File: src/swbs_pkg.sv
// ----------------------------------------------------------------------------
// swbs_pkg
// Types and codes shared by the sliding window bitmap store modules.
// ----------------------------------------------------------------------------
`default_nettype none

package swbs_pkg;

  // Operation codes carried in the opcode field of an input word.
  localparam logic [1:0] OP_READ    = 2'd0;
  localparam logic [1:0] OP_WRITE   = 2'd1;
  localparam logic [1:0] OP_RESTART = 2'd2;

  typedef struct packed {
    logic [1:0]         opcode;
    logic signed [15:0] x_coord;
    logic signed [15:0] y_coord;
    logic               write_bit;
  } in_item_t;

  typedef struct packed {
    logic read_bit;
    logic in_window;
  } out_item_t;

  // Step strobes from the controller to the datapath.
  typedef struct packed {
    logic load;
    logic mul1;
    logic mul2;
    logic sub;
    logic addr;
    logic commit;
    logic clear;
  } ctrl_cmd_t;

  typedef struct packed {
    logic clr_last;
  } ctrl_sts_t;

endpackage

`default_nettype wire

File: src/swbs_ctrl.sv
// ----------------------------------------------------------------------------
// swbs_ctrl
// Sequencer for the bitmap store: clearing pass, item steps and result hold.
// ----------------------------------------------------------------------------
`default_nettype none

module swbs_ctrl (
  input  wire logic                 clk,
  input  wire logic                 rst_n,
  input  wire logic                 in_valid,
  output logic                      in_ready,
  output logic                      out_valid,
  input  wire logic                 out_ready,
  input  wire swbs_pkg::ctrl_sts_t  sts,
  output swbs_pkg::ctrl_cmd_t       cmd
);

  typedef enum logic [2:0] {
    S_CLEAR,
    S_IDLE,
    S_MUL1,
    S_MUL2,
    S_SUB,
    S_ADDR,
    S_RD,
    S_FIN
  } state_t;

  state_t state_r, state_nxt;
  logic   out_valid_r, out_valid_nxt;
  logic   out_free;

  assign out_free  = !out_valid_r || out_ready;
  assign in_ready  = (state_r == S_IDLE);
  assign out_valid = out_valid_r;

  always_comb begin
    cmd           = '0;
    state_nxt     = state_r;
    out_valid_nxt = out_valid_r && !out_ready;
    unique case (state_r)
      S_CLEAR: begin
        cmd.clear = 1'b1;
        if (sts.clr_last) begin
          state_nxt = S_IDLE;
        end
      end
      S_IDLE: begin
        if (in_valid) begin
          cmd.load  = 1'b1;
          state_nxt = S_MUL1;
        end
      end
      S_MUL1: begin
        cmd.mul1  = 1'b1;
        state_nxt = S_MUL2;
      end
      S_MUL2: begin
        cmd.mul2  = 1'b1;
        state_nxt = S_SUB;
      end
      S_SUB: begin
        cmd.sub   = 1'b1;
        state_nxt = S_ADDR;
      end
      S_ADDR: begin
        cmd.addr  = 1'b1;
        state_nxt = S_RD;
      end
      S_RD: begin
        state_nxt = S_FIN;
      end
      S_FIN: begin
        if (out_free) begin
          cmd.commit    = 1'b1;
          out_valid_nxt = 1'b1;
          state_nxt     = S_IDLE;
        end
      end
      default: begin
        state_nxt = S_IDLE;
      end
    endcase
  end

  always_ff @(posedge clk) begin
    if (!rst_n) begin
      state_r     <= S_CLEAR;
      out_valid_r <= 1'b0;
    end else begin
      state_r     <= state_nxt;
      out_valid_r <= out_valid_nxt;
    end
  end

endmodule

`default_nettype wire

File: config.mk
export PLATFORM = sky130hd
export DESIGN_NAME = swbs_ctrl
export DESIGN_NICKNAME = d
export VERILOG_FILES = /design/src/swbs_pkg.sv /design/src/swbs_ctrl.sv
export SDC_FILE = /design/constraint.sdc
export NUM_CORES = 1
export LEC_CHECK = 0
export BUFFER_PORTS_ARGS = -buffer_cell sky130_fd_sc_hd__buf_2
export CAP_MARGIN = 25
export CORE_AREA = 2 2 39 41
export DETAILED_ROUTE_END_ITERATION = 7
export DIE_AREA = 0 0 41 43
export PLACE_DENSITY = 0.45
export SYNTH_ARGS = -nofsm -noshare
export SYNTH_HDL_FRONTEND = slang
export SYNTH_SLANG_ARGS = --single-unit
export TNS_END_PERCENT = 5
File: constraint.sdc
create_clock -name clk -period 2.2 [get_ports clk]
set_clock_uncertainty 0.05 [all_clocks]
set_input_delay 0.11 -clock clk [delete_from_list [all_inputs] [get_ports clk]]
set_output_delay 0.11 -clock clk [all_outputs]
set_load 0.02 [all_outputs]
* Word level (Yosys, flattened, before mapping)
Cells that the tools add are included.
** Word-level totals
- Register bits after elaboration :: 4
** Cells by class
- Mux-type cells :: 15
- Equality and inequality tests :: 10
- Reduce and logical (&&, ||, !) cells :: 6
** Operators with widths (count)
- $pmux 3 s8 :: 1
- $eq 3x3->1 const B :: 4
- $mux 1 :: 11
- $mux 3 :: 3
- $eq 3x2->1 const B :: 2
- $ne 2x2->1 const B :: 3
- $eq 3x1->1 const B :: 1
- $logic_not 3->1 :: 1
- $reduce_and 3->1 :: 1
- $logic_not 1->1 :: 2
- $logic_and 1x1->1 :: 1
- $logic_or 1x1->1 :: 1

* Longest topological paths before layout
Gate-level depths: netlist of the first run.
- Depth in word-level cells :: 4
- Gate-level depth with buffers :: 6
- Gate-level depth less buffers :: 6

* Worst setup path after synthesis of the first run
OpenSTA, ideal clock, no wires.
- Path kind :: flip-flop to output port
- Start :: register state_r[1]
- End :: output port cmd[6] (netlist name)
- Stages on the path, launching flop included :: 5
- Arrival time :: 1.274 ns
- Setup slack :: 0.766 ns
- Cells stage by stage :: dfxtp_1 > inv_1 > ha_1 > nor2b_1 > and2_1
** RTL lines
- start, declared :: line swbs_ctrl.sv:29 : state_t state_r, state_nxt;
- start signal, assigned :: line swbs_ctrl.sv:91 : state_r <= state_nxt;
- end, declared :: line swbs_ctrl.sv:15 : output swbs_pkg::ctrl_cmd_t cmd

==> results_dict.tcl, run 1 <==
set metrics [dict create \
    grt_pass1_vias 276 \
    combPwrFrac_pct 58.2 \
    grt_max_degree 14 \
    regArea_um2 80.1 \
    tritoncts "yes" \
    firstDrtPassIters 4 \
    finalHoldViolCount 0 \
    grt_pass1_wl_um 1080 \
    root_buffer "clkbuf_4" \
    hold_path_class "primary input to register" \
    cp.arrival_ps 1400 \
    fillCellCount 150 \
    vias 301 \
    clk_latency_ps 230 \
    numCtsBuffers 3 \
    cts-resized-gates 0 \
    port_buffers 13 \
    yosys_warnings 0 \
    fin_util_pct 31.3 \
    drc 0 \
    ir_drop_mv 0.421 \
    rsz0062_at_grt "no" \
    pwr-share-seq_pct 23.6 \
    setup_tns_ps 0 \
    wl_per_cell_um 9.11 \
    synth_seq_cells 4 \
    ctsHoldBuffers 0 \
    path_cells "inv_1, ha_1, nor2b_1, and2_1, buf_2" \
    synth_nets 49 \
    startpoint_type "register" \
    clkTransAtPathRegs_ps 40 \
    dp_hpwl_um 502 \
    slew_violations 0 \
    power_mw 0.496 \
    htreeDepth 1 \
    dp_cells 68 \
    drive_gt1_share_pct 36.4 \
    power.density_nw_per_um2 1150 \
    clock_path_buffers 2 \
    place_ws_ps 791 \
    drv_cap 0 \
    cp_slowest_cell "dfxtp_1" \
    dieWidth_um 41 \
    dieHeight_um 43 \
    synth-main-ff-cell "dfxtp_1" \
    holdWs_ps 129 \
    grt_usage_pct 9.43 \
    synth_area_per_cell_um2 8.41 \
    swShare_pct 44.4 \
    synth_most_common_cell "nand2_1" \
    required_ps 2040 \
    synth_cells 40 \
    postCtsSetupBuffers 0 \
    yosys-top-cells-area "dfxtp_1 24%, ha_1 15%, nor2b_1 7.4%" \
    p_leak_nw 0.219 \
    vias_per_cell 4.24 \
    areaGrowthSynthToFinish_pct 28.6 \
    async_flop_share_pct 0 \
    power_frac_clock_pct 18.2 \
    n_antenna_cell 0 \
    numClockSinks 4 \
    start_util_pct 24.3 \
    ant_nets 0 \
    drt_iter0_drc 7 \
    p_int_mw 0.276 \
    ys_types 21 \
    synth-edff-count 0 \
    antenna_found_initial 0 \
    num_rows 14 \
    post_dp_cell_area_um2 410 \
    crit_type "register to output pin" \
    layout.nets 66 \
    overflow 0 \
    fin_cells 71 \
    yosysTopAreaCell "dfxtp_1" \
    ys_top_cells_by_count "5 x nand2_1, 4 x dfxtp_1, 4 x ha_1, 4 x nor2b_1, 3 x nor2_1" \
    design.core.area_um2 1380 \
    max_stage_delay_ps 380 \
    die-area_um2 1760 \
    drt-total-wl_um 647 \
    power.switching_mw 0.220 \
    synth_top_area_share_pct 23.8 \
    max_slew_margin_pct 72.6 \
    end_kind "output pin" \
    finalCritPeriodShare_pct 70.9 \
    status "complete, no violations" \
    fmax_mhz 641 \
    final_area_um2 433 \
    place.gp.congestion 0.690 \
    setup_violations 0 \
    critPathMaxFanout 6 \
    fin_ws_ps 639 \
    boundaryPins 14 \
    multi_input_area_um2 238 \
    ys_seq_area_share_pct 23.8 \
    netlist_area_um2 337 \
    min_period_ps 1560 \
    tightest_slew_ps 410 \
]
-- metal layers --
metal | up-vias | global-route usage [%] | part of all wire [%]
met5 | - | 0 | 0
met4 | 0 | 6.00 | 0
met3 | 0 | 4.71 | 9.9
met2 | 12 | 13.4 | 43
met1 | 125 | 10.6 | 47
li1 | 164 | - | -
-- critical path: cells and delay by family (launching register included) --
kind	cells	cell delay, ps
flip-flops	1	380
AND/OR/NAND/NOR	2	310
adder cells (fa/ha/maj)	1	240
buffers and inverters	2	230
-- kinds of logic after synthesis --
logic type,synth area share [%]
buffers and inverters,5.58
multiplexers,5.95
AND/OR/NAND/NOR,32.3
AO/OA/AOI/OAI,17.5
adder cells (fa/ha/maj),14.9
flip-flops,23.8
-- worst paths after layout --
kind,endpoint,startpoint,cells after the start,slack (ps)
hold reg to reg,state_r[1],state_r[1],2,460
setup / recovery,cmd[6],state_r[1],5,640
setup reg to reg,state_r[0],state_r[1],6,780
hold / removal,out_valid,rst_n,2,130
-- layout make-up --
type	instances	area share (%)
clock buffers	3	5.20
inverters	2	1.73
multi-input cells	33	54.9
flip-flops and latches	4	18.5
well taps	16	4.62
repair buffers	13	15.0
-- flip-flops by register name (all words and copies together) (netlist names) --
register / count
out_valid: 1
state_r: 3
-- placed cells by master, fill, tap and decap left out --
master    instances
clkbuf_4          3
mux2i_1           2
o21bai_1          1
nor2b_1           4
inv_1             2
a21boi_1          1
ha_1              4
a21oi_1           1
a31oi_2           1
nand2_1           5
and2b_1           1
nand2b_1          2
nand3_1           1
a21oi_2           1
nor2b_2           1
o311ai_1          1
and2_1            2
and2_2            1
nor2_1            3
buf_2            13
dfxtp_1           4
o31a_1            1
-- power by group through the flow --
stage	Sequential (mW)	Clock, mW	Combinational, mW
after global placement	0.115	0	0.296
after global routing	0.120	0.0989	0.321
final	0.117	0.0904	0.288
after detailed placement	0.117	0	0.292
after floorplan	0.109	0	0.231
after CTS	0.117	0.0911	0.293
(Power assumes the default switching activity.)
==> run 2, diff against run 1 <==
- PLACE_DENSITY: 0.45 -> 0.46
- clock period: 2.2 -> 1.3 ns (I/O delays scaled with it)
==> results_dict.tcl, run 2 (same netlist as run 1, synthesis figures left out) <==
set metrics [dict create \
    overflow 0 \
    finalHoldViolCount 0 \
    areaGrowthSynthToFinish_pct 82.2 \
    power.density_nw_per_um2 1950 \
    vias 340 \
    numClockSinks 4 \
    largest_register_ffs 3 \
    largest-register "state_r" \
    hold_path_class "primary input to register" \
    power_mw 1.19 \
    tritoncts "yes" \
    grt_pass1_wl_um 1100 \
    dieHeight_um 43 \
    design.core.area_um2 1380 \
    fin_cells 79 \
    layout.nets 74 \
    ant_nets 0 \
    fin_ws_ps -39.6 \
    antenna_found_initial 0 \
    clk_latency_ps 230 \
    drive_gt1_share_pct 66.7 \
    min_period_ps 1340 \
    clkTransAtPathRegs_ps 40 \
    ir_drop_mv 0.942 \
    use_met3_pct 6.28 \
    mostFrequentLayoutCells "8 x buf_4, 7 x buf_6, 6 x buf_2, 4 x nand2_1" \
    status "complete, but fails checks" \
    setup_violations 2 \
    finalCritPeriodShare_pct 103 \
    max_slew_margin_pct 83.8 \
    violations "negative setup slack" \
    mostFrequentLayoutCell "buf_4" \
    grt_busiest_layer "met2" \
    port_buffers 13 \
    cp.arrival_ps 1220 \
    dieWidth_um 41 \
    vias_per_cell 4.30 \
    setup_tns_ps -58.1 \
    fillCellCount 135 \
    startpoint_type "register" \
    dp_cells 73 \
    tightest_slew_ps 242 \
    num_rows 14 \
    start_util_pct 24.3 \
    crit_type "register to output pin" \
    die-area_um2 1760 \
    grt_usage_pct 9.84 \
    numCtsBuffers 3 \
    critPathMaxFanout 4 \
    grt_pass1_vias 286 \
    n_antenna_cell 0 \
    firstDrtPassIters 2 \
    boundaryPins 14 \
    required_ps 1190 \
    drt-total-wl_um 746 \
    p_leak_nw 0.273 \
    drc 0 \
    grt_use_met2_pct 14.4 \
    wl_per_cell_um 9.44 \
    htreeDepth 1 \
    end_kind "output pin" \
    clock_path_buffers 2 \
    fmax_mhz 747 \
    drt_iter0_drc 2 \
    drv_cap 0 \
    rsz0062_at_grt "yes" \
    fin_util_pct 44.3 \
    use_met1_pct 10.9 \
    dp_hpwl_um 551 \
    holdWs_ps 92.2 \
    slew_violations 0 \
    root_buffer "clkbuf_4" \
    grt_max_degree 10 \
    place.gp.congestion 0.655 \
]
run 2: cell types whose count changed in the layout (fill, tap and decap cells not counted), sizes merged:
cell  before  now
buf       13   21
run 2: final timing paths:
check	startpoint	cells after the start	to	slack (ps)
worst min-delay path	rst_n	2	state_r[2]	90
worst max register to register	state_r[1]	5	state_r[2]	20
worst min register to register	state_r[0]	2	state_r[0]	470
worst max-delay path	state_r[0]	6	cmd[1]	-40
run 2: timing repair:
| item | CTS | global route |
|---|---|---|
| setup buffers | 3 | 0 |
| resized for setup | 24 | 10 |
| endpoints found under the setup margin | 10 | 10 |
| cloned | 0 | 0 |
| pin swaps | 2 | 2 |
| hold buffers | 0 | 0 |
run 2: worst max-delay path, stage by stage, from the launching register on:
cell and delay [ps]:
dfxtp_4 360, buf_6 120, ha_4 160, buf_6 110, nand2_2 60, nor2_2 30
buf_4 160
run 2: through the flow:
stage	setup WS, ps	cell area [um^2]
after CTS	-33.1	573
after global routing	-84.0	613
final	-39.6	613
after detailed placement	-99.1	450
after global placement	-85.8	450
after floorplan	15.9	339
run 2: final cells by class:
type | instances | area [um^2] | share of cell area (%)
Tap cell | 16 | 20.0 | 3.27
Timing Repair Buffer | 21 | 169 | 27.6
Multi-Input combinational cell | 33 | 305 | 49.8
Clock buffer | 3 | 22.5 | 3.67
Inverter | 2 | 10.0 | 1.63
Sequential cell | 4 | 86.3 | 14.1
run 2: metal layers:
metal | wire length, um | vias up
li1 | - | 179
met3 | 50 | 0
met1 | 357 | 150
met2 | 338 | 11
met5 | 0 | -
met4 | 0 | 0
run 2: report_power, final:
group,internal (mW),switching [mW]
clock,0.103,0.0481
sequential,0.168,0.0480
combinational,0.439,0.387
total,0.710,0.483
==> run 3, diff against run 2 <==
--- a/config.mk
+++ b/config.mk
@@ -6,10 +6,12 @@
 export NUM_CORES = 1
 export LEC_CHECK = 0
+export ABC_AREA = 1
 export BUFFER_PORTS_ARGS = -buffer_cell sky130_fd_sc_hd__buf_2
 export CAP_MARGIN = 25
-export CORE_AREA = 2 2 39 41
+export CELL_PAD_IN_SITES_DETAIL_PLACEMENT = 0
+export CELL_PAD_IN_SITES_GLOBAL_PLACEMENT = 2
+export CORE_UTILIZATION = 19
 export DETAILED_ROUTE_END_ITERATION = 7
-export DIE_AREA = 0 0 41 43
-export PLACE_DENSITY = 0.46
+export PLACE_DENSITY = 0.65
 export SYNTH_ARGS = -nofsm -noshare
 export SYNTH_HDL_FRONTEND = slang
==> constraint.sdc (replaced) <==
create_clock -name clk -period 1.3 [get_ports clk]
set_clock_uncertainty 0.05 [all_clocks]
set_input_delay 0.195 -clock clk [delete_from_list [all_inputs] [get_ports clk]]
set_output_delay 0.195 -clock clk [all_outputs]
set_load 0.02 [all_outputs]
==> results_dict.tcl, run 3 <==
set metrics [dict create \
    status "complete, but fails checks" \
    violations "negative setup slack" \
    setup_violations 8 \
    dieWidth_um 44.5 \
    grt_max_degree 8 \
    power.switching_mw 0.601 \
    synth_area_per_cell_um2 6.23 \
    root_buffer "clkbuf_4" \
    grt_usage_pct 9.96 \
    design.core.area_um2 1590 \
    power.density_nw_per_um2 2240 \
    synth_seq_cells 4 \
    synth_cells 55 \
    r2r_cells 7 \
    drc 0 \
    min_period_ps 1400 \
    start_util_pct 21.5 \
    synth_nets 64 \
    die-area_um2 1980 \
    num_rows 14 \
    grt_pass1_vias 347 \
    critPathMaxFanout 3 \
    rrSetupSlack_ps 50 \
    r2r_end "state_r[1]" \
    startpoint_type "register" \
    mostFrequentLayoutCells "12 x buf_4, 11 x nand2_1, 9 x inv_1, 6 x nor2_1, 6 x buf_2" \
    ant_nets 0 \
    p_int_mw 0.711 \
    synth_top_area_share_pct 23.4 \
    async_flop_share_pct 0 \
    clk_latency_ps 230 \
    layout.nets 87 \
    mostFrequentLayoutCell "buf_4" \
    place_ws_ps 24.9 \
    critPathBufInv 3 \
    cp_slowest_cell "dfxtp_4" \
    areaGrowthSynthToFinish_pct 70.4 \
    fin_ws_ps -95.2 \
    wl_per_cell_um 8.27 \
    grt_pass1_wl_um 1420 \
    ys_top_cells_by_count "13 x nand2_1, 12 x inv_1, 8 x nor2_1" \
    vias 369 \
    port_buffers 13 \
    boundaryPins 14 \
    swShare_pct 45.8 \
    ys_seq_area_share_pct 23.4 \
    synth-main-ff-cell "dfxtp_1" \
    drv_cap 0 \
    crit_start "state_r[1]" \
    end_kind "output pin" \
    htreeDepth 1 \
    netlist_area_um2 343 \
    path_cells "inv_6, ha_4, inv_2, nor3_2, buf_4" \
    finalHoldViolCount 0 \
    tritoncts "yes" \
    drive_gt1_share_pct 57.9 \
    r2r-start "state_r[1]" \
    ys_types 15 \
    power_frac_clock_pct 11.4 \
    firstDrtPassIters 3 \
    clkTransAtPathRegs_ps 40 \
    critical_path.endpoint "cmd[6]" \
    vias_per_cell 3.69 \
    place.gp.congestion 0.658 \
    p_leak_nw 0.341 \
    slew_violations 0 \
    pwr-share-seq_pct 18.7 \
    holdWs_ps 164 \
    tightest_slew_ps 213 \
    yosys_warnings 0 \
    clock_path_buffers 2 \
    required_ps 1050 \
    synth-edff-count 0 \
    ir_drop_mv 0.968 \
    drt_iter0_drc 6 \
    crit_type "register to output pin" \
    numClockSinks 4 \
    antenna_found_initial 0 \
    dieHeight_um 44.5 \
    synth_most_common_cell "nand2_1" \
    hold_path_class "primary input to register" \
    combPwrFrac_pct 69.9 \
    yosys-top-cells-area "dfxtp_1 23%, ha_1 15%, nand2_1 14%" \
    largest-register "state_r" \
    fmax_mhz 717 \
    cp_top_family "flip-flops" \
    cp.arrival_ps 1150 \
    rsz0062_at_grt "yes" \
    largest_register_ffs 3 \
    max_slew_margin_pct 85.8 \
    finalCritPeriodShare_pct 107 \
    numCtsBuffers 3 \
    dp_hpwl_um 605 \
    n_antenna_cell 0 \
    cp_num_cells 5 \
    yosysTopAreaCell "dfxtp_1" \
    max_stage_delay_ps 360 \
    overflow 0 \
    drt-total-wl_um 827 \
    fillCellCount 185 \
]
run 3: worst min path at each step:
| stage | slack, ps | end | cells past startpoint | startpoint |
|---|---|---|---|---|
| CTS | 160 | state_r[2] | 3 | rst_n |
| floorplan | 240 | state_r[2] | 2 | rst_n |
| finish | 160 | state_r[2] | 3 | rst_n |
| global placement | 390 | state_r[2] | 3 | rst_n |
| detailed placement | 400 | state_r[2] | 3 | rst_n |
| global route | 180 | state_r[1] | 3 | rst_n |
run 3: repair_timing:
action                                  4_1_cts  5_1_grt
buffers inserted                              2        0
gates resized for setup                      20        8
hold buffers                                  0        0
pin swaps                                     3        4
endpoints found under the setup margin        8       11
run 3: worst reg2reg max path, stage by stage (launching register included):
cell     delay, ps
dfxtp_4        380
inv_6           50
ha_4           160
buf_4          130
nand3_2         70
nand3_2        100
nor2_1         140
nor2_2          50
run 3: kinds of logic after synthesis:
kind of cell / Yosys count / share of synthesized area, %
AND/OR/NAND/NOR: 30 / 39.0
adder cells (fa/ha/maj): 4 / 14.6
AO/OA/AOI/OAI: 2 / 3.65
buffers and inverters: 15 / 19.3
flip-flops: 4 / 23.4
run 3: final cells by class:
cell class              instances  area [um^2]  area share [%]
multi-input cells              36          254            43.5
inverters                      14         60.1            10.3
well taps                      24         30.0            5.14
repair buffers                 19          131            22.5
clock buffers                   3         22.5            3.85
flip-flops and latches          4         86.3            14.8
run 3: layer usage:
layer	vias to the layer above	track usage (%)	wire length [um]	share of wire, %
li1	202	-	-	-
met1	159	12.0	399	48
met2	8	15.3	377	46
met3	0	2.45	50	6.0
met4	0	7.27	0	0
met5	-	0	0	0
run 3: power by group through the flow:
stage               Combinational, mW  Clock, mW  Sequential (mW)
floorplan                       0.473          0            0.187
global placement                0.674          0            0.201
detailed placement              0.657          0            0.199
CTS                             0.827      0.160            0.234
global route                     1.01      0.167            0.254
finish                          0.916      0.150            0.245
run 3: through the flow:
step	setup TNS, ps	utilization, %	power, mW	instances	area (um^2)
final	-310	36.7	1.31	100	584
after global routing	-792	36.7	1.43	100	584
after CTS	-463	34.9	1.22	100	557
after detailed placement	0	29.0	0.856	95	462
after global placement	-18.4	29.0	0.876	95	462
after floorplan	0	-	0.659	55	348
